$ cat config.mk
export PLATFORM = sky130hd
export DESIGN_NAME = lottery_process_scheduler_core_flat
export DESIGN_NICKNAME = d
export VERILOG_FILES = /design/src/sv/lps_pkg.sv /design/src/sv/lps_evt_if.sv /design/src/sv/lps_res_if.sv /design/src/sv/lottery_process_scheduler_core.sv /design/src/sv/lps_mod.sv /design/src/sv/lps_ctrl.sv /design/src/sv/lps_dp.sv /design/src/flat_wrapper.sv
export SDC_FILE = /design/constraint.sdc
export NUM_CORES = 2
export LEC_CHECK = 0
export BUFFER_PORTS_ARGS = -buffer_cell sky130_fd_sc_hd__buf_4
export CELL_PAD_IN_SITES_DETAIL_PLACEMENT = 1
export CELL_PAD_IN_SITES_GLOBAL_PLACEMENT = 1
export CORE_MARGIN = 2
export CORE_UTILIZATION = 60
export CTS_BUF_LIST = sky130_fd_sc_hd__clkbuf_4 sky130_fd_sc_hd__clkbuf_8
export CTS_CLUSTER_SIZE = 20
export DETAILED_ROUTE_END_ITERATION = 8
export PLACE_DENSITY_LB_ADDON = 0.1
export SYNTH_ARGS = -nofsm -noshare
export SYNTH_HDL_FRONTEND = slang
export SYNTH_SLANG_ARGS = --single-unit
$ cat constraint.sdc
create_clock -name i_clk -period 14 [get_ports i_clk]
set_clock_uncertainty 0.1 [all_clocks]
set_input_delay 2.8 -clock i_clk [delete_from_list [all_inputs] [get_ports i_clk]]
set_output_delay 2.8 -clock i_clk [all_outputs]
set_load 0.02 [all_outputs]
$ cat src/sv/lps_pkg.sv
package lps_pkg;

    localparam int MAX_RES = 32;

    localparam logic [2:0] FN_START_SYS = 3'd0;
    localparam logic [2:0] FN_START_USR = 3'd1;
    localparam logic [2:0] FN_STOP      = 3'd2;
    localparam logic [2:0] FN_OUT_Q     = 3'd3;
    localparam logic [2:0] FN_TICKET    = 3'd4;
    localparam logic [2:0] FN_BALANCE   = 3'd5;

    localparam logic [2:0] ST_OK     = 3'd0;
    localparam logic [2:0] ST_UNUSED = 3'd1;
    localparam logic [2:0] ST_BUSY   = 3'd2;
    localparam logic [2:0] ST_LEVEL  = 3'd3;
    localparam logic [2:0] ST_PARENT = 3'd4;

    localparam logic [2:0] CFG_HOLD   = 3'd0;
    localparam logic [2:0] CFG_NQ     = 3'd1;
    localparam logic [2:0] CFG_UQ     = 3'd2;
    localparam logic [2:0] CFG_START  = 3'd3;
    localparam logic [2:0] CFG_MAXTK  = 3'd4;
    localparam logic [2:0] CFG_MINTK  = 3'd5;

    typedef enum logic [4:0] {
        S_IDLE, S_DISP, S_START, S_PAR_RD, S_USER, S_FINOK, S_STOP,
        S_OQ_RD, S_OQ_ACT, S_OQ_RD2, S_OQ_EMIT, S_TK_RD, S_TK_ACT,
        S_W_RD, S_W_ACT, S_DIVCHK, S_DIV
    } t_state;

    typedef enum logic [1:0] {W_BAL, W_BONUS, W_SUM, W_FIND} t_walk;

    typedef enum logic [2:0] {PTR_HOLD, PTR_SLOT, PTR_PARENT, PTR_ZERO, PTR_INC} t_ptr_sel;
    typedef enum logic [2:0] {LV_MAXLEV, LV_HOLD, LV_WIN, LV_INC, LV_DEC} t_lv_sel;
    typedef enum logic [1:0] {TK_START, TK_DEC, TK_INC, TK_DELTA} t_tk_sel;
    typedef enum logic [1:0] {SL_QUANTUM, SL_RD, SL_UQ} t_sl_sel;
    typedef enum logic [2:0] {EM_SYS, EM_USER, EM_RD, EM_BAL, EM_WIN} t_em_sel;

    typedef struct packed {
        logic       load;
        t_ptr_sel   ptr_sel;
        logic       wr_level;
        t_lv_sel    lv_sel;
        logic       wr_maxlev;
        logic       wr_tickets;
        t_tk_sel    tk_sel;
        logic       wr_slice;
        t_sl_sel    sl_sel;
        logic       set_use;
        logic       clr_use;
        logic       set_user;
        logic       clr_user;
        logic       sum_clr;
        logic       sum_add;
        logic       div_start;
        logic       left_load;
        logic       left_sub;
        logic       emit;
        t_em_sel    em_sel;
        logic       finish;
        logic [2:0] status;
    } t_cmd;

    typedef struct packed {
        logic [2:0] func;
        logic       slot_ok;
        logic       slot_used;
        logic       parent_ok;
        logic       lev_bad;
        logic       ent_user;
        logic       lvl_lt_hold;
        logic       lvl_is_win;
        logic       hold;
        logic       win_user;
        logic       bal;
        logic       found;
        logic       last_ent;
        logic       sum_zero;
        logic       div_done;
        logic       out_free;
    } t_stat;

    // Tickets plus a signed change, clamped to max first and then to min.
    function automatic logic [7:0] clamp_tickets(input logic [7:0] t,
                                                 input logic signed [7:0] d,
                                                 input logic [7:0] mx,
                                                 input logic [7:0] mn);
        logic signed [9:0] s;
        s = $signed({2'b00, t}) + 10'(d);
        if (s > $signed({2'b00, mx})) s = $signed({2'b00, mx});
        if (s < $signed({2'b00, mn})) s = $signed({2'b00, mn});
        return s[7:0];
    endfunction

endpackage

$ cat src/sv/lps_evt_if.sv
interface lps_evt_if;
    logic              valid;
    logic              ready;
    logic [2:0]        func;
    logic [4:0]        slot;
    logic [4:0]        parent_slot;
    logic [3:0]        max_level;
    logic [15:0]       quantum;
    logic signed [7:0] ticket_delta;
    logic [31:0]       random;

    modport source(output valid, func, slot, parent_slot, max_level, quantum,
                   ticket_delta, random, input ready);
    modport sink(input valid, func, slot, parent_slot, max_level, quantum,
                 ticket_delta, random, output ready);
endinterface

$ cat src/sv/lps_res_if.sv
interface lps_res_if;
    logic        valid;
    logic        ready;
    logic        is_command;
    logic [4:0]  cmd_slot;
    logic [3:0]  cmd_level;
    logic [15:0] cmd_slice;
    logic [2:0]  status;
    logic        last;

    modport source(output valid, is_command, cmd_slot, cmd_level, cmd_slice,
                   status, last, input ready);
    modport sink(input valid, is_command, cmd_slot, cmd_level, cmd_slice,
                 status, last, output ready);
endinterface

$ cat src/sv/lottery_process_scheduler_core.sv
// Lottery process scheduler.
// Events arrive on i_evt (valid/ready); each beat is one event: start a
// system or user entry, stop, out of quantum, ticket change or balance.
// Results leave on o_res, one beat per schedule command, the final beat of
// an event marked by last and carrying the status. An event without a
// command gives a single status beat.
// One event is handled at a time. A stop or out of quantum runs a lottery: a
// summing walk and a search walk over the entry table around a bit-serial
// modulo. An out of quantum that hands out bonuses walks the table once more
// first. The entry table is a single-port memory, which sets the walk speed.
// Configuration is written through i_cfg_we/i_cfg_idx/i_cfg_data; the user
// must do so only when no event is in flight, which the block does not enforce.
// Reset clears all entries to unused and loads the register defaults; it
// takes effect at once, no clearing pass.
// When o_res is stalled the block holds its work at the next result and
// resumes when the output register drains.
module lottery_process_scheduler_core #(
    parameter int NUM_ENTRIES = 32
) (
    input  logic       i_clk,
    input  logic       i_rst_n,
    lps_evt_if.sink    i_evt,
    lps_res_if.source  o_res,
    input  logic       i_cfg_we,
    input  logic [2:0] i_cfg_idx,
    input  logic [15:0] i_cfg_data
);
    import lps_pkg::*;

    localparam int IW = $clog2(NUM_ENTRIES);
    localparam int TW = $clog2(NUM_ENTRIES * 255 + 1);

    t_cmd  w_cmd;
    t_stat w_stat;
    logic  w_ready;

    lps_ctrl u_ctrl (
        .i_clk   (i_clk),
        .i_rst_n (i_rst_n),
        .i_valid (i_evt.valid),
        .o_ready (w_ready),
        .i_stat  (w_stat),
        .o_cmd   (w_cmd)
    );

    assign i_evt.ready = w_ready;

    lps_dp #(.N(NUM_ENTRIES), .IW(IW), .TW(TW)) u_dp (
        .i_clk          (i_clk),
        .i_rst_n        (i_rst_n),
        .i_cmd          (w_cmd),
        .o_stat         (w_stat),
        .i_cfg_we       (i_cfg_we),
        .i_cfg_idx      (i_cfg_idx),
        .i_cfg_data     (i_cfg_data),
        .i_func         (i_evt.func),
        .i_slot         (i_evt.slot),
        .i_parent_slot  (i_evt.parent_slot),
        .i_max_level    (i_evt.max_level),
        .i_quantum      (i_evt.quantum),
        .i_ticket_delta (i_evt.ticket_delta),
        .i_random       (i_evt.random),
        .i_out_ready    (o_res.ready),
        .o_out_valid    (o_res.valid),
        .o_is_command   (o_res.is_command),
        .o_cmd_slot     (o_res.cmd_slot),
        .o_cmd_level    (o_res.cmd_level),
        .o_cmd_slice    (o_res.cmd_slice),
        .o_status       (o_res.status),
        .o_last         (o_res.last)
    );
endmodule

$ cat src/sv/lps_mod.sv
module lps_mod #(
    parameter int TW = 14
) (
    input  logic          i_clk,
    input  logic          i_rst_n,
    input  logic          i_start,
    input  logic [31:0]   i_dividend,
    input  logic [TW-1:0] i_divisor,
    output logic          o_done,
    output logic [TW-1:0] o_rem
);
    logic          r_busy;
    logic          r_done;
    logic [5:0]    r_cnt;
    logic [31:0]   r_q;
    logic [TW-1:0] r_rem;
    logic [TW:0]   w_trial;
    logic          w_ge;

    // One dividend bit per cycle, restoring form.
    assign w_trial = {r_rem, r_q[31]};
    assign w_ge    = w_trial >= {1'b0, i_divisor};

    always_ff @(posedge i_clk) begin
        if (!i_rst_n) begin
            r_busy <= 1'b0;
            r_done <= 1'b0;
            r_cnt  <= '0;
        end else begin
            r_done <= 1'b0;
            if (i_start) begin
                r_busy <= 1'b1;
                r_cnt  <= 6'd32;
            end else if (r_busy) begin
                r_cnt <= r_cnt - 6'd1;
                if (r_cnt == 6'd1) begin
                    r_busy <= 1'b0;
                    r_done <= 1'b1;
                end
            end
        end
    end

    always_ff @(posedge i_clk) begin
        if (i_start) begin
            r_q   <= i_dividend;
            r_rem <= '0;
        end else if (r_busy) begin
            r_q   <= {r_q[30:0], 1'b0};
            r_rem <= w_ge ? TW'(w_trial - {1'b0, i_divisor}) : w_trial[TW-1:0];
        end
    end

    assign o_done = r_done;
    assign o_rem  = r_rem;
endmodule

$ cat src/sv/lps_ctrl.sv
module lps_ctrl (
    input  logic          i_clk,
    input  logic          i_rst_n,
    input  logic          i_valid,
    output logic          o_ready,
    input  lps_pkg::t_stat i_stat,
    output lps_pkg::t_cmd  o_cmd
);
    import lps_pkg::*;

    t_state r_state, n_state;
    t_walk  r_walk, n_walk;
    t_cmd   w_cmd;
    logic   w_need_out;
    logic   w_stall;

    always_ff @(posedge i_clk) begin
        if (!i_rst_n) begin
            r_state <= S_IDLE;
            r_walk  <= W_BAL;
        end else begin
            r_state <= n_state;
            r_walk  <= n_walk;
        end
    end

    assign w_stall = w_need_out && !i_stat.out_free;

    always_comb begin
        n_state = r_state;
        n_walk  = r_walk;
        case (r_state)
            S_IDLE: if (i_valid) n_state = S_DISP;
            S_DISP: begin
                if (!w_stall) begin
                    case (i_stat.func)
                        FN_START_SYS, FN_START_USR:
                            n_state = (!i_stat.slot_ok || i_stat.slot_used) ? S_IDLE : S_START;
                        FN_STOP:   n_state = i_stat.slot_used ? S_STOP : S_IDLE;
                        FN_OUT_Q:  n_state = i_stat.slot_used ? S_OQ_RD : S_IDLE;
                        FN_TICKET: n_state = i_stat.slot_used ? S_TK_RD : S_IDLE;
                        FN_BALANCE: begin
                            n_state = S_W_RD;
                            n_walk  = W_BAL;
                        end
                        default: n_state = S_IDLE;
                    endcase
                end
            end
            S_START: begin
                if (!w_stall) begin
                    if (i_stat.lev_bad) n_state = S_IDLE;
                    else if (i_stat.func == FN_START_SYS) n_state = S_FINOK;
                    else if (!i_stat.parent_ok) n_state = S_IDLE;
                    else n_state = S_PAR_RD;
                end
            end
            S_PAR_RD: if (!w_stall) n_state = S_USER;
            S_USER:   if (!w_stall) n_state = S_FINOK;
            S_FINOK:  if (!w_stall) n_state = S_IDLE;
            S_STOP: begin
                n_state = S_W_RD;
                n_walk  = W_SUM;
            end
            S_OQ_RD: n_state = S_OQ_ACT;
            S_OQ_ACT: begin
                if (i_stat.ent_user && !i_stat.lvl_is_win) begin
                    n_state = S_W_RD;
                    n_walk  = W_BONUS;
                end else begin
                    n_state = S_OQ_RD2;
                end
            end
            S_OQ_RD2: n_state = S_OQ_EMIT;
            S_OQ_EMIT: begin
                if (!w_stall) begin
                    n_state = S_W_RD;
                    n_walk  = W_SUM;
                end
            end
            S_TK_RD:  n_state = S_TK_ACT;
            S_TK_ACT: if (!w_stall) n_state = S_IDLE;
            S_W_RD:   n_state = S_W_ACT;
            S_W_ACT: begin
                if (!w_stall) begin
                    case (r_walk)
                        W_BAL:   n_state = i_stat.last_ent ? S_FINOK : S_W_RD;
                        W_BONUS: n_state = i_stat.last_ent ? S_OQ_RD2 : S_W_RD;
                        W_SUM:   n_state = i_stat.last_ent ? S_DIVCHK : S_W_RD;
                        W_FIND:  n_state = ((i_stat.hold && i_stat.found) || i_stat.last_ent)
                                           ? S_FINOK : S_W_RD;
                        default: n_state = S_IDLE;
                    endcase
                end
            end
            S_DIVCHK: n_state = i_stat.sum_zero ? S_FINOK : S_DIV;
            S_DIV: begin
                if (i_stat.div_done) begin
                    n_state = S_W_RD;
                    n_walk  = W_FIND;
                end
            end
            default: n_state = S_IDLE;
        endcase
    end

    always_comb begin
        w_cmd      = '0;
        w_need_out = 1'b0;
        o_ready    = 1'b0;
        case (r_state)
            S_IDLE: begin
                o_ready    = 1'b1;
                w_cmd.load = i_valid;
            end
            S_DISP: begin
                case (i_stat.func)
                    FN_START_SYS, FN_START_USR: begin
                        if (!i_stat.slot_ok) begin
                            w_need_out = 1'b1;
                            w_cmd.finish = 1'b1;
                            w_cmd.status = ST_UNUSED;
                        end else if (i_stat.slot_used) begin
                            w_need_out = 1'b1;
                            w_cmd.finish = 1'b1;
                            w_cmd.status = ST_BUSY;
                        end else begin
                            w_cmd.ptr_sel = PTR_SLOT;
                        end
                    end
                    FN_STOP, FN_OUT_Q, FN_TICKET: begin
                        if (!i_stat.slot_used) begin
                            w_need_out = 1'b1;
                            w_cmd.finish = 1'b1;
                            w_cmd.status = ST_UNUSED;
                        end else begin
                            w_cmd.ptr_sel = PTR_SLOT;
                        end
                    end
                    FN_BALANCE: w_cmd.ptr_sel = PTR_ZERO;
                    default: begin
                        w_need_out = 1'b1;
                        w_cmd.finish = 1'b1;
                        w_cmd.status = ST_OK;
                    end
                endcase
            end
            S_START: begin
                w_cmd.wr_maxlev  = 1'b1;
                w_cmd.wr_tickets = 1'b1;
                w_cmd.tk_sel     = TK_START;
                w_cmd.clr_user   = 1'b1;
                if (i_stat.lev_bad) begin
                    w_need_out = 1'b1;
                    w_cmd.finish = 1'b1;
                    w_cmd.status = ST_LEVEL;
                end else if (i_stat.func == FN_START_SYS) begin
                    w_need_out     = 1'b1;
                    w_cmd.wr_level = 1'b1;
                    w_cmd.lv_sel   = LV_MAXLEV;
                    w_cmd.wr_slice = 1'b1;
                    w_cmd.sl_sel   = SL_QUANTUM;
                    w_cmd.set_use  = 1'b1;
                    w_cmd.emit     = 1'b1;
                    w_cmd.em_sel   = EM_SYS;
                end else if (!i_stat.parent_ok) begin
                    w_need_out = 1'b1;
                    w_cmd.finish = 1'b1;
                    w_cmd.status = ST_PARENT;
                end else begin
                    w_cmd.ptr_sel = PTR_PARENT;
                end
            end
            // The parent's slice is only read here, so wait for room at the
            // output before leaving the parent address.
            S_PAR_RD: begin
                w_need_out    = 1'b1;
                w_cmd.ptr_sel = PTR_SLOT;
            end
            S_USER: begin
                w_need_out     = 1'b1;
                w_cmd.wr_level = 1'b1;
                w_cmd.lv_sel   = LV_HOLD;
                w_cmd.wr_slice = 1'b1;
                w_cmd.sl_sel   = SL_RD;
                w_cmd.set_use  = 1'b1;
                w_cmd.set_user = 1'b1;
                w_cmd.emit     = 1'b1;
                w_cmd.em_sel   = EM_USER;
            end
            S_FINOK: begin
                w_need_out   = 1'b1;
                w_cmd.finish = 1'b1;
                w_cmd.status = ST_OK;
            end
            S_STOP: begin
                w_cmd.clr_use  = 1'b1;
                w_cmd.clr_user = 1'b1;
                w_cmd.ptr_sel  = PTR_ZERO;
                w_cmd.sum_clr  = 1'b1;
            end
            S_OQ_ACT: begin
                if (!i_stat.ent_user && i_stat.lvl_lt_hold) begin
                    w_cmd.wr_level = 1'b1;
                    w_cmd.lv_sel   = LV_INC;
                end else if (i_stat.ent_user && i_stat.lvl_is_win) begin
                    w_cmd.wr_level   = 1'b1;
                    w_cmd.lv_sel     = LV_HOLD;
                    w_cmd.wr_tickets = 1'b1;
                    w_cmd.tk_sel     = TK_DEC;
                end else if (i_stat.ent_user) begin
                    w_cmd.ptr_sel = PTR_ZERO;
                end
            end
            S_OQ_EMIT: begin
                w_need_out    = 1'b1;
                w_cmd.emit    = 1'b1;
                w_cmd.em_sel  = EM_RD;
                w_cmd.ptr_sel = PTR_ZERO;
                w_cmd.sum_clr = 1'b1;
            end
            S_TK_ACT: begin
                w_need_out       = 1'b1;
                w_cmd.wr_tickets = 1'b1;
                w_cmd.tk_sel     = TK_DELTA;
                w_cmd.finish     = 1'b1;
                w_cmd.status     = ST_OK;
            end
            S_W_ACT: begin
                case (r_walk)
                    W_BAL: begin
                        if (i_stat.bal) begin
                            w_need_out     = 1'b1;
                            w_cmd.wr_level = 1'b1;
                            w_cmd.lv_sel   = LV_DEC;
                            w_cmd.emit     = 1'b1;
                            w_cmd.em_sel   = EM_BAL;
                        end
                        w_cmd.ptr_sel = i_stat.last_ent ? PTR_HOLD : PTR_INC;
                    end
                    W_BONUS: begin
                        if (i_stat.win_user) begin
                            w_cmd.wr_tickets = 1'b1;
                            w_cmd.tk_sel     = TK_INC;
                        end
                        w_cmd.ptr_sel = i_stat.last_ent ? PTR_SLOT : PTR_INC;
                    end
                    W_SUM: begin
                        w_cmd.sum_add = i_stat.hold;
                        w_cmd.ptr_sel = i_stat.last_ent ? PTR_HOLD : PTR_INC;
                    end
                    W_FIND: begin
                        if (i_stat.hold && i_stat.found) begin
                            w_need_out     = 1'b1;
                            w_cmd.wr_level = 1'b1;
                            w_cmd.lv_sel   = LV_WIN;
                            w_cmd.wr_slice = 1'b1;
                            w_cmd.sl_sel   = SL_UQ;
                            w_cmd.emit     = 1'b1;
                            w_cmd.em_sel   = EM_WIN;
                        end else begin
                            w_cmd.left_sub = i_stat.hold;
                            w_cmd.ptr_sel  = PTR_INC;
                        end
                    end
                    default: w_cmd = '0;
                endcase
            end
            S_DIVCHK: w_cmd.div_start = !i_stat.sum_zero;
            S_DIV: begin
                if (i_stat.div_done) begin
                    w_cmd.left_load = 1'b1;
                    w_cmd.ptr_sel   = PTR_ZERO;
                end
            end
            default: w_cmd = '0;
        endcase
        // A step that needs the result path gives no command while that path is full.
        o_cmd = w_stall ? t_cmd'('0) : w_cmd;
    end

`ifndef ASSERT_OFF
    a_emit_free: assert property (@(posedge i_clk) disable iff (!i_rst_n)
        o_cmd.emit |-> i_stat.out_free) else $error("emit while output full");
    a_fin_free: assert property (@(posedge i_clk) disable iff (!i_rst_n)
        o_cmd.finish |-> i_stat.out_free) else $error("finish while output full");
    a_fin_idle: assert property (@(posedge i_clk) disable iff (!i_rst_n)
        o_cmd.finish |=> r_state == S_IDLE) else $error("finish did not end event");
`endif
endmodule

$ cat src/sv/lps_dp.sv
module lps_dp #(
    parameter int N  = 32,
    parameter int IW = 5,
    parameter int TW = 14
) (
    input  logic              i_clk,
    input  logic              i_rst_n,
    input  lps_pkg::t_cmd     i_cmd,
    output lps_pkg::t_stat    o_stat,
    input  logic              i_cfg_we,
    input  logic [2:0]        i_cfg_idx,
    input  logic [15:0]       i_cfg_data,
    input  logic [2:0]        i_func,
    input  logic [4:0]        i_slot,
    input  logic [4:0]        i_parent_slot,
    input  logic [3:0]        i_max_level,
    input  logic [15:0]       i_quantum,
    input  logic signed [7:0] i_ticket_delta,
    input  logic [31:0]       i_random,
    input  logic              i_out_ready,
    output logic              o_out_valid,
    output logic              o_is_command,
    output logic [4:0]        o_cmd_slot,
    output logic [3:0]        o_cmd_level,
    output logic [15:0]       o_cmd_slice,
    output logic [2:0]        o_status,
    output logic              o_last
);
    import lps_pkg::*;

    logic [3:0]  r_hold;
    logic [4:0]  r_nq;
    logic [15:0] r_uq;
    logic [7:0]  r_st, r_mxt, r_mnt;

    logic [2:0]        r_func;
    logic [4:0]        r_slot, r_parent;
    logic [3:0]        r_maxlev;
    logic [15:0]       r_quantum;
    logic signed [7:0] r_delta;
    logic [31:0]       r_rnd;

    logic [N-1:0] r_use, r_user;
    logic [3:0]   m_level  [N];
    logic [3:0]   m_maxlev [N];
    logic [7:0]   m_tk     [N];
    logic [15:0]  m_slice  [N];
    logic [3:0]   r_rd_level, r_rd_maxlev;
    logic [7:0]   r_rd_tk;
    logic [15:0]  r_rd_slice;

    logic [IW-1:0] r_ptr, n_ptr;
    logic [TW-1:0] r_sum, r_left;
    logic [TW-1:0] w_rem;
    logic          w_div_done;

    logic        r_pend_v;
    logic [4:0]  r_pend_slot;
    logic [3:0]  r_pend_level;
    logic [15:0] r_pend_slice;
    logic [5:0]  r_cnt;

    logic        r_out_v, r_out_cmd, r_out_last;
    logic [4:0]  r_out_slot;
    logic [3:0]  r_out_level;
    logic [15:0] r_out_slice;
    logic [2:0]  r_out_status;

    logic [6:0]    w_slot7, w_par7;
    logic [IW-1:0] w_sidx, w_pidx;
    logic [3:0]    w_win;
    logic [3:0]    n_level;
    logic [7:0]    n_tk;
    logic [15:0]   n_slice;
    logic [4:0]    w_em_slot;
    logic [3:0]    w_em_level;
    logic [15:0]   w_em_slice;
    logic          w_cnt_ok, w_emit, w_push, w_out_free;

    assign w_slot7 = 7'(r_slot);
    assign w_par7  = 7'(r_parent);
    assign w_sidx  = w_slot7[IW-1:0];
    assign w_pidx  = w_par7[IW-1:0];
    assign w_win   = r_hold - 4'd1;

    always_ff @(posedge i_clk) begin
        if (!i_rst_n) begin
            r_hold <= 4'd15;
            r_nq   <= 5'd16;
            r_uq   <= 16'd200;
            r_st   <= 8'd20;
            r_mxt  <= 8'd100;
            r_mnt  <= 8'd1;
        end else if (i_cfg_we) begin
            case (i_cfg_idx)
                CFG_HOLD:  r_hold <= i_cfg_data[3:0];
                CFG_NQ:    r_nq   <= i_cfg_data[4:0];
                CFG_UQ:    r_uq   <= i_cfg_data;
                CFG_START: r_st   <= i_cfg_data[7:0];
                CFG_MAXTK: r_mxt  <= i_cfg_data[7:0];
                CFG_MINTK: r_mnt  <= i_cfg_data[7:0];
                default: ;
            endcase
        end
    end

    always_ff @(posedge i_clk) begin
        if (i_cmd.load) begin
            r_func    <= i_func;
            r_slot    <= i_slot;
            r_parent  <= i_parent_slot;
            r_maxlev  <= i_max_level;
            r_quantum <= i_quantum;
            r_delta   <= i_ticket_delta;
            r_rnd     <= i_random;
        end
    end

    always_comb begin
        case (i_cmd.ptr_sel)
            PTR_SLOT:   n_ptr = w_sidx;
            PTR_PARENT: n_ptr = w_pidx;
            PTR_ZERO:   n_ptr = '0;
            PTR_INC:    n_ptr = r_ptr + IW'(1);
            default:    n_ptr = r_ptr;
        endcase
    end

    always_ff @(posedge i_clk) begin
        if (!i_rst_n) begin
            r_ptr  <= '0;
            r_use  <= '0;
            r_user <= '0;
        end else begin
            r_ptr <= n_ptr;
            if (i_cmd.set_use)  r_use[r_ptr]  <= 1'b1;
            if (i_cmd.clr_use)  r_use[r_ptr]  <= 1'b0;
            if (i_cmd.set_user) r_user[r_ptr] <= 1'b1;
            if (i_cmd.clr_user) r_user[r_ptr] <= 1'b0;
        end
    end

    always_comb begin
        case (i_cmd.lv_sel)
            LV_MAXLEV: n_level = r_maxlev;
            LV_HOLD:   n_level = r_hold;
            LV_WIN:    n_level = w_win;
            LV_INC:    n_level = r_rd_level + 4'd1;
            LV_DEC:    n_level = r_rd_level - 4'd1;
            default:   n_level = r_rd_level;
        endcase
        case (i_cmd.tk_sel)
            TK_START: n_tk = r_st;
            TK_DEC:   n_tk = clamp_tickets(r_rd_tk, -8'sd1, r_mxt, r_mnt);
            TK_INC:   n_tk = clamp_tickets(r_rd_tk, 8'sd1, r_mxt, r_mnt);
            TK_DELTA: n_tk = clamp_tickets(r_rd_tk, r_delta, r_mxt, r_mnt);
            default:  n_tk = r_rd_tk;
        endcase
        case (i_cmd.sl_sel)
            SL_QUANTUM: n_slice = r_quantum;
            SL_RD:      n_slice = r_rd_slice;
            SL_UQ:      n_slice = r_uq;
            default:    n_slice = r_rd_slice;
        endcase
    end

    // Entry table: one address, read data registered every cycle.
    always_ff @(posedge i_clk) begin
        if (i_cmd.wr_level)   m_level[r_ptr]  <= n_level;
        if (i_cmd.wr_maxlev)  m_maxlev[r_ptr] <= r_maxlev;
        if (i_cmd.wr_tickets) m_tk[r_ptr]     <= n_tk;
        if (i_cmd.wr_slice)   m_slice[r_ptr]  <= n_slice;
        r_rd_level  <= m_level[r_ptr];
        r_rd_maxlev <= m_maxlev[r_ptr];
        r_rd_tk     <= m_tk[r_ptr];
        r_rd_slice  <= m_slice[r_ptr];
    end

    lps_mod #(.TW(TW)) u_mod (
        .i_clk      (i_clk),
        .i_rst_n    (i_rst_n),
        .i_start    (i_cmd.div_start),
        .i_dividend (r_rnd),
        .i_divisor  (r_sum),
        .o_done     (w_div_done),
        .o_rem      (w_rem)
    );

    always_ff @(posedge i_clk) begin
        if (i_cmd.sum_clr) r_sum <= '0;
        else if (i_cmd.sum_add) r_sum <= r_sum + TW'(r_rd_tk);
        if (i_cmd.left_load) r_left <= w_rem + TW'(1);
        else if (i_cmd.left_sub) r_left <= r_left - TW'(r_rd_tk);
    end

    always_comb begin
        case (i_cmd.em_sel)
            EM_SYS: begin
                w_em_slot = r_slot;  w_em_level = r_maxlev;  w_em_slice = r_quantum;
            end
            EM_USER: begin
                w_em_slot = r_slot;  w_em_level = r_hold;  w_em_slice = r_rd_slice;
            end
            EM_BAL: begin
                w_em_slot = 5'(r_ptr);  w_em_level = r_rd_level - 4'd1;
                w_em_slice = r_rd_slice;
            end
            EM_WIN: begin
                w_em_slot = 5'(r_ptr);  w_em_level = w_win;  w_em_slice = r_uq;
            end
            default: begin
                w_em_slot = 5'(r_ptr);  w_em_level = r_rd_level;  w_em_slice = r_rd_slice;
            end
        endcase
    end

    // A result waits in the pending stage until the next one, or the end of
    // the event, tells whether it is the last.
    assign w_cnt_ok   = r_cnt < 6'(MAX_RES);
    assign w_emit     = i_cmd.emit && w_cnt_ok;
    assign w_push     = (w_emit && r_pend_v) || i_cmd.finish;
    assign w_out_free = !r_out_v || i_out_ready;

    always_ff @(posedge i_clk) begin
        if (!i_rst_n) begin
            r_pend_v <= 1'b0;
            r_cnt    <= '0;
            r_out_v  <= 1'b0;
        end else begin
            if (i_cmd.load) begin
                r_pend_v <= 1'b0;
                r_cnt    <= '0;
            end else if (w_emit) begin
                r_pend_v <= 1'b1;
                r_cnt    <= r_cnt + 6'd1;
            end else if (i_cmd.finish) begin
                r_pend_v <= 1'b0;
            end
            if (w_push) r_out_v <= 1'b1;
            else if (i_out_ready) r_out_v <= 1'b0;
        end
    end

    always_ff @(posedge i_clk) begin
        if (w_emit) begin
            r_pend_slot  <= w_em_slot;
            r_pend_level <= w_em_level;
            r_pend_slice <= w_em_slice;
        end
        if (w_push) begin
            r_out_cmd    <= r_pend_v;
            r_out_slot   <= r_pend_v ? r_pend_slot : 5'd0;
            r_out_level  <= r_pend_v ? r_pend_level : 4'd0;
            r_out_slice  <= r_pend_v ? r_pend_slice : 16'd0;
            r_out_status <= i_cmd.finish ? i_cmd.status : ST_OK;
            r_out_last   <= i_cmd.finish;
        end
    end

    always_comb begin
        o_stat.func        = r_func;
        o_stat.slot_ok     = w_slot7 < 7'(N);
        o_stat.slot_used   = (w_slot7 < 7'(N)) && r_use[w_sidx];
        o_stat.parent_ok   = (w_par7 < 7'(N)) && r_use[w_pidx];
        o_stat.lev_bad     = {1'b0, r_maxlev} >= r_nq;
        o_stat.ent_user    = r_user[r_ptr];
        o_stat.lvl_lt_hold = r_rd_level < r_hold;
        o_stat.lvl_is_win  = r_rd_level == w_win;
        o_stat.hold        = r_use[r_ptr] && r_user[r_ptr] && (r_rd_level == r_hold);
        o_stat.win_user    = r_use[r_ptr] && r_user[r_ptr] && (r_rd_level == w_win);
        o_stat.bal         = r_use[r_ptr] && !r_user[r_ptr] && (r_rd_level > r_rd_maxlev);
        o_stat.found       = r_left <= TW'(r_rd_tk);
        o_stat.last_ent    = r_ptr == IW'(N - 1);
        o_stat.sum_zero    = r_sum == '0;
        o_stat.div_done    = w_div_done;
        o_stat.out_free    = w_out_free;
    end

    assign o_out_valid  = r_out_v;
    assign o_is_command = r_out_cmd;
    assign o_cmd_slot   = r_out_slot;
    assign o_cmd_level  = r_out_level;
    assign o_cmd_slice  = r_out_slice;
    assign o_status     = r_out_status;
    assign o_last       = r_out_last;

`ifndef ASSERT_OFF
    a_load_clean: assert property (@(posedge i_clk) disable iff (!i_rst_n)
        i_cmd.load |-> !r_pend_v) else $error("event accepted with result pending");
    a_pend_cnt: assert property (@(posedge i_clk) disable iff (!i_rst_n)
        r_pend_v |-> (r_cnt != 6'd0 && r_cnt <= 6'(MAX_RES)))
        else $error("pending result count out of range");
    a_push_free: assert property (@(posedge i_clk) disable iff (!i_rst_n)
        w_push |-> w_out_free) else $error("result pushed into a full output");
`endif
endmodule
$ cat src/flat_wrapper.sv
// flat-port wrapper written by rule: the top's interface ports become plain ports
module lottery_process_scheduler_core_flat import lps_pkg::*;
#(
    parameter int NUM_ENTRIES = 32
)
  (i_clk, i_rst_n, i_cfg_we, i_cfg_idx, i_cfg_data, i_evt_valid, i_evt_func, i_evt_slot, i_evt_parent_slot, i_evt_max_level, i_evt_quantum, i_evt_ticket_delta, i_evt_random, i_evt_ready, o_res_valid, o_res_is_command, o_res_cmd_slot, o_res_cmd_level, o_res_cmd_slice, o_res_status, o_res_last, o_res_ready);
  lps_evt_if i_evt_i ();
  lps_res_if o_res_i ();
  input  logic i_clk;
  input  logic i_rst_n;
  input  logic i_cfg_we;
  input  logic [2:0] i_cfg_idx;
  input  logic [15:0] i_cfg_data;
  input wire logic [$bits(i_evt_i.valid)-1:0] i_evt_valid;
  input wire logic [$bits(i_evt_i.func)-1:0] i_evt_func;
  input wire logic [$bits(i_evt_i.slot)-1:0] i_evt_slot;
  input wire logic [$bits(i_evt_i.parent_slot)-1:0] i_evt_parent_slot;
  input wire logic [$bits(i_evt_i.max_level)-1:0] i_evt_max_level;
  input wire logic [$bits(i_evt_i.quantum)-1:0] i_evt_quantum;
  input wire logic [$bits(i_evt_i.ticket_delta)-1:0] i_evt_ticket_delta;
  input wire logic [$bits(i_evt_i.random)-1:0] i_evt_random;
  output wire logic [$bits(i_evt_i.ready)-1:0] i_evt_ready;
  output wire logic [$bits(o_res_i.valid)-1:0] o_res_valid;
  output wire logic [$bits(o_res_i.is_command)-1:0] o_res_is_command;
  output wire logic [$bits(o_res_i.cmd_slot)-1:0] o_res_cmd_slot;
  output wire logic [$bits(o_res_i.cmd_level)-1:0] o_res_cmd_level;
  output wire logic [$bits(o_res_i.cmd_slice)-1:0] o_res_cmd_slice;
  output wire logic [$bits(o_res_i.status)-1:0] o_res_status;
  output wire logic [$bits(o_res_i.last)-1:0] o_res_last;
  input wire logic [$bits(o_res_i.ready)-1:0] o_res_ready;
  assign i_evt_i.valid = i_evt_valid;
  assign i_evt_i.func = i_evt_func;
  assign i_evt_i.slot = i_evt_slot;
  assign i_evt_i.parent_slot = i_evt_parent_slot;
  assign i_evt_i.max_level = i_evt_max_level;
  assign i_evt_i.quantum = i_evt_quantum;
  assign i_evt_i.ticket_delta = i_evt_ticket_delta;
  assign i_evt_i.random = i_evt_random;
  assign i_evt_ready = i_evt_i.ready;
  assign o_res_valid = o_res_i.valid;
  assign o_res_is_command = o_res_i.is_command;
  assign o_res_cmd_slot = o_res_i.cmd_slot;
  assign o_res_cmd_level = o_res_i.cmd_level;
  assign o_res_cmd_slice = o_res_i.cmd_slice;
  assign o_res_status = o_res_i.status;
  assign o_res_last = o_res_i.last;
  assign o_res_i.ready = o_res_ready;
  lottery_process_scheduler_core #(.NUM_ENTRIES(NUM_ENTRIES)) u_core (.i_clk(i_clk), .i_rst_n(i_rst_n), .i_evt(i_evt_i), .o_res(o_res_i), .i_cfg_we(i_cfg_we), .i_cfg_idx(i_cfg_idx), .i_cfg_data(i_cfg_data));
endmodule
==> summary.md <==
| Metric | Value |
|---|---|
| Status | complete, but fails checks |
| Violated checks | capacitance limit |
| DIE AREA | 102,000 um2 |
| Nets | approximately 4,300 |
| Most common cell in the netlist | edfxtp_1 |
| R2R setup slack | roughly 5.5 ns |
| Die extent in y | between 300 and 400 um |
| Worst Slack Setup Final | between 5 and 6 ns |
| # rows | approximately 120 |
| Hold path cells | 2 |
| WP data required | roughly 14 ns |
| R2r endpoint | u_core.u_dp.m_tk[4][4]$_DFFE_PP_ |
| Fill cells | between 8,000 and 9,000 |
| CP Launch Point | u_core.u_dp.r_rd_tk[0]$_DFF_P_ |
| Worst hold slack | around 0.36 ns |
| Fmax | 118 MHz |
| R2r startpoint | u_core.u_dp.r_rd_tk[0]$_DFF_P_ |
| Post-Route Utilization | between 60% and 70% |
| Critical Path Start Type | register |
| Final period util | 60.6% |
| Crit path kind | reg -> reg |
| Sequential power share | between 40 and 50% |
| Routed WL | 202 mm |
| Clk pwr share | between 20% and 30% |
| Hold Startpoint | u_core.u_dp.r_mnt[7]$_SDFFE_PN0P_ |
| Top cells by area, synth | edfxtp_1 (60%), mux4_2 (9.8%), dfxtp_1 (6.7%) |
| Num CTS Buffers | between 200 and 250 |
| Final setup viols | 0 |
| Synth top area share | 60.4% |
| Mean Syn Cell Area | about 15 um2 |
| Drt via density | between 7 and 8 |
| Total core area | roughly 98,000 um2 |
| Register area share after synthesis | about two thirds |
| H-tree Lvls | 4 |
| Cts hold-fix bufs | 0 |
| Pin count of the biggest net entering global routing | approximately 140 |
| Pre-antenna DRT Iters | 6 |
| Dpl hpwl | around 120 mm |
| Switching share of power | between 30% and 40% |
| Root Driver | clkbuf_8 |
| RSZ-0062 raised after global routing | false |
| Max Cap Viol | 1 |
| Worst-path clk slew | ~0.07 ns |
| Hold crit path type | reg -> reg |
| Mapped cell area | around 59,000 um2 |
| Count of final hold-check violations | 0 |
| Latest clock arrival within the worst-skew pair | ~0.93 ns |
| Pin slew with the least headroom to its limit | around 1.5 ns |
| Synth Flop Type | edfxtp_1 |
| EDFF count, synth | roughly 1,200 |
| Synth cell count leaders | edfxtp_1 (1,197), nand2_1 (296), nor2_1 (280), mux4_2 (260), dfxtp_1 (199) |
| Initial DRC count | ~5,700 |
| Final Max Slew Viols | 0 |
| Met3 routed WL | about 22 mm |
| Post-Syn Nets | between 4,000 and 5,000 |
| TritonCTS clock tree | done |
| Async SR Flop Fraction | 0% |
| Post-synthesis sequential element count | 1,396 |
| R2R depth | 23 |
| Final GP Congestion | about 0.93 |
| Ports | 129 |
| Leading area contributor after synthesis | edfxtp_1 |
| Crit path DAT | 8.66 ns |
| Setup TNS | 0 ns |
| Bufs on Longest Clock Path | 3 |
| Overall die width | between 300 and 400 um |
| Drt wl/cell | roughly 36 um |
| Slew margin rel. | less than 1% |
| Yosys cell types | 89 |
| WL met1 | approximately 73 mm |
| Net Sw Power | 4.48 mW |
| Setup repair bufs after CTS | 0 |
| Register area | 39,900 um2 |
| Max Used Layer | met5 |
| Initial antenna violation count | 8 |
| YS warnings | 0 |
| Logic pwr share | 29.3% |
| TritonCTS Sinks | approximately 1,400 |
| Grt total ovfl | 0 |
| Vias in the first global route | just over 40,000 |
| Post-route DRC | 0 |
| Global-route wire length before repair | 292 mm |
| Minimum clock period | approximately 8.5 ns |
| Post-CTS sizing | 0 |
| Crit Path Max Fanout | 32 |
| Post-synthesis cell count | a little under 4,000 |
| Tot GR Track Use | 40.0% |
| Proportion of layout cells with a drive suffix above 1 | between 20% and 30% |
| Starting Density | around 60% |
| Met2 wire len | roughly 94 mm |
| Maximum vdd drop | roughly 140 uV |
| Detailed-route via count | 39,700 |
| Area of the multi-input gates | between 15,000 and 20,000 um2 |
| Antenna-violating nets left | 0 |
| Port-buffer cells | about 130 |
| Cell internal pwr | 8.12 mW |
| Leakage power | about 22 nW |
| CP endpoint kind | register |
| Setup WS pre-CTS | between 5 and 6 ns |
| Pwr/cell area | roughly 190 nW/um2 |
| Layout area overhead | 11.8% |
| End of the worst hold path | u_core.u_dp.r_mnt[7]$_SDFFE_PN0P_ |
[critical path, cell delays in order (launching register included)]
cell,delay (ns)
dfxtp_1,0.61
ha_1,0.26
inv_1,0.06
fa_1,0.40
nor2b_1,0.20
o31ai_1,0.14
nand2b_1,0.10
a21oi_1,0.09
xnor2_1,0.32
ha_1,0.31
o21a_1,0.19
a221oi_1,0.42
nor4b_1,0.16
nor4_2,0.87
mux2_2,0.44
ha_1,0.31
a21oi_1,0.07
o21ai_0,0.30
a2111oi_0,0.22
a211o_1,0.34
nor3_2,0.70
nand2b_1,0.15
o2111ai_1,0.13
nand3_1,0.93
[layer usage]
metal | global-route usage, % | vias up
met5 | 0 | -
met4 | 22.7 | 4
met3 | 8.36 | 703
met2 | 62.0 | 3113
met1 | 53.2 | 20100
li1 | - | 15800
[cell families after synthesis]
logic type               after synthesis  synth area share [%]
XOR/XNOR                              66                 0.995
AND/OR/NAND/NOR                      970                  7.66
AO/OA/AOI/OAI                        634                  8.00
buffers and inverters                305                  2.02
flip-flops                          1396                  67.1
multiplexers                         365                  11.7
adder cells (fa/ha/maj)              117                  2.51
[placed cells by master, fill, tap and decap left out, types with 70 or more instances in the layout]
master       n
a22oi_1    169
dfxtp_1    197
clkbuf_4    74
nor2_1     277
mux2i_1     70
buf_4      232
edfxtp_1  1197
clkbuf_8   226
nand3_1     71
nand2_1    296
mux4_2     260
ha_1       113
a21oi_1    115
inv_1       89
[final cells by class]
type,instances,share of cell area (%)
Multi-Input combinational cell,2152,27.8
Timing Repair Buffer,234,2.68
Clock inverter,104,0.992
Tap cell,1287,2.42
Clock buffer,300,5.51
Sequential cell,1396,60.1
Antenna cell,6,0.0226
Inverter,92,0.519
[power groups by stage]
| stage | logic [mW] | clock network, mW | registers, mW |
|---|---|---|---|
| after floorplan | 2.27 | 0 | 5.35 |
| after global placement | 3.41 | 0 | 5.42 |
| after detailed placement | 3.55 | 0 | 5.44 |
| after CTS | 3.60 | 3.54 | 5.36 |
| after global routing | 3.90 | 3.69 | 5.39 |
| final | 3.69 | 3.53 | 5.38 |
[sequential cells by signal, indices dropped and copies added, names as in the netlist, 13 cells and up, named ones only]
| register | count |
|---|---|
| u_core.u_dp.u_mod.o_rem | 13 |
| u_core.u_dp.m_maxlev | 128 |
| u_core.u_dp.r_rd_slice | 16 |
| u_core.u_dp.m_level | 128 |
| u_core.u_dp.r_uq | 16 |
| u_core.u_dp.r_quantum | 16 |
| u_core.u_dp.r_rnd | 32 |
| u_core.u_dp.r_pend_slice | 16 |
| u_core.u_dp.m_slice | 512 |
| u_core.u_dp.r_use | 32 |
| u_core.u_dp.o_cmd_slice | 16 |
| u_core.u_dp.r_sum | 13 |
| u_core.u_dp.r_left | 13 |
| u_core.u_dp.u_mod.r_q | 32 |
| u_core.u_dp.m_tk | 256 |
[worst max-delay path by stage]
| stage | slack (ns) | end | cells after the start |
|---|---|---|---|
| floorplan | 5.70 | u_core.u_dp.m_tk[0][6]$_DFFE_PP_ | 24 |
| global placement | 6.23 | u_core.u_dp.m_tk[10][4]$_DFFE_PP_ | 23 |
| detailed placement | 5.74 | u_core.u_dp.m_tk[10][4]$_DFFE_PP_ | 23 |
| CTS | 5.76 | u_core.u_dp.m_tk[27][4]$_DFFE_PP_ | 23 |
| global route | 4.95 | u_core.u_dp.m_tk[11][4]$_DFFE_PP_ | 23 |
| finish | 5.52 | u_core.u_dp.m_tk[4][4]$_DFFE_PP_ | 23 |
[stage by stage]
step | power [mW] | cells | cell area [um2]
global placement | 8.83 | 5161 | 62200
floorplan | 7.62 | 3853 | 59500
finish | 12.6 | 5571 | 66500
global route | 13.0 | 5567 | 66500
CTS | 12.5 | 5565 | 66500
detailed placement | 8.99 | 5161 | 62200
Power figures use the tool's default switching activity.
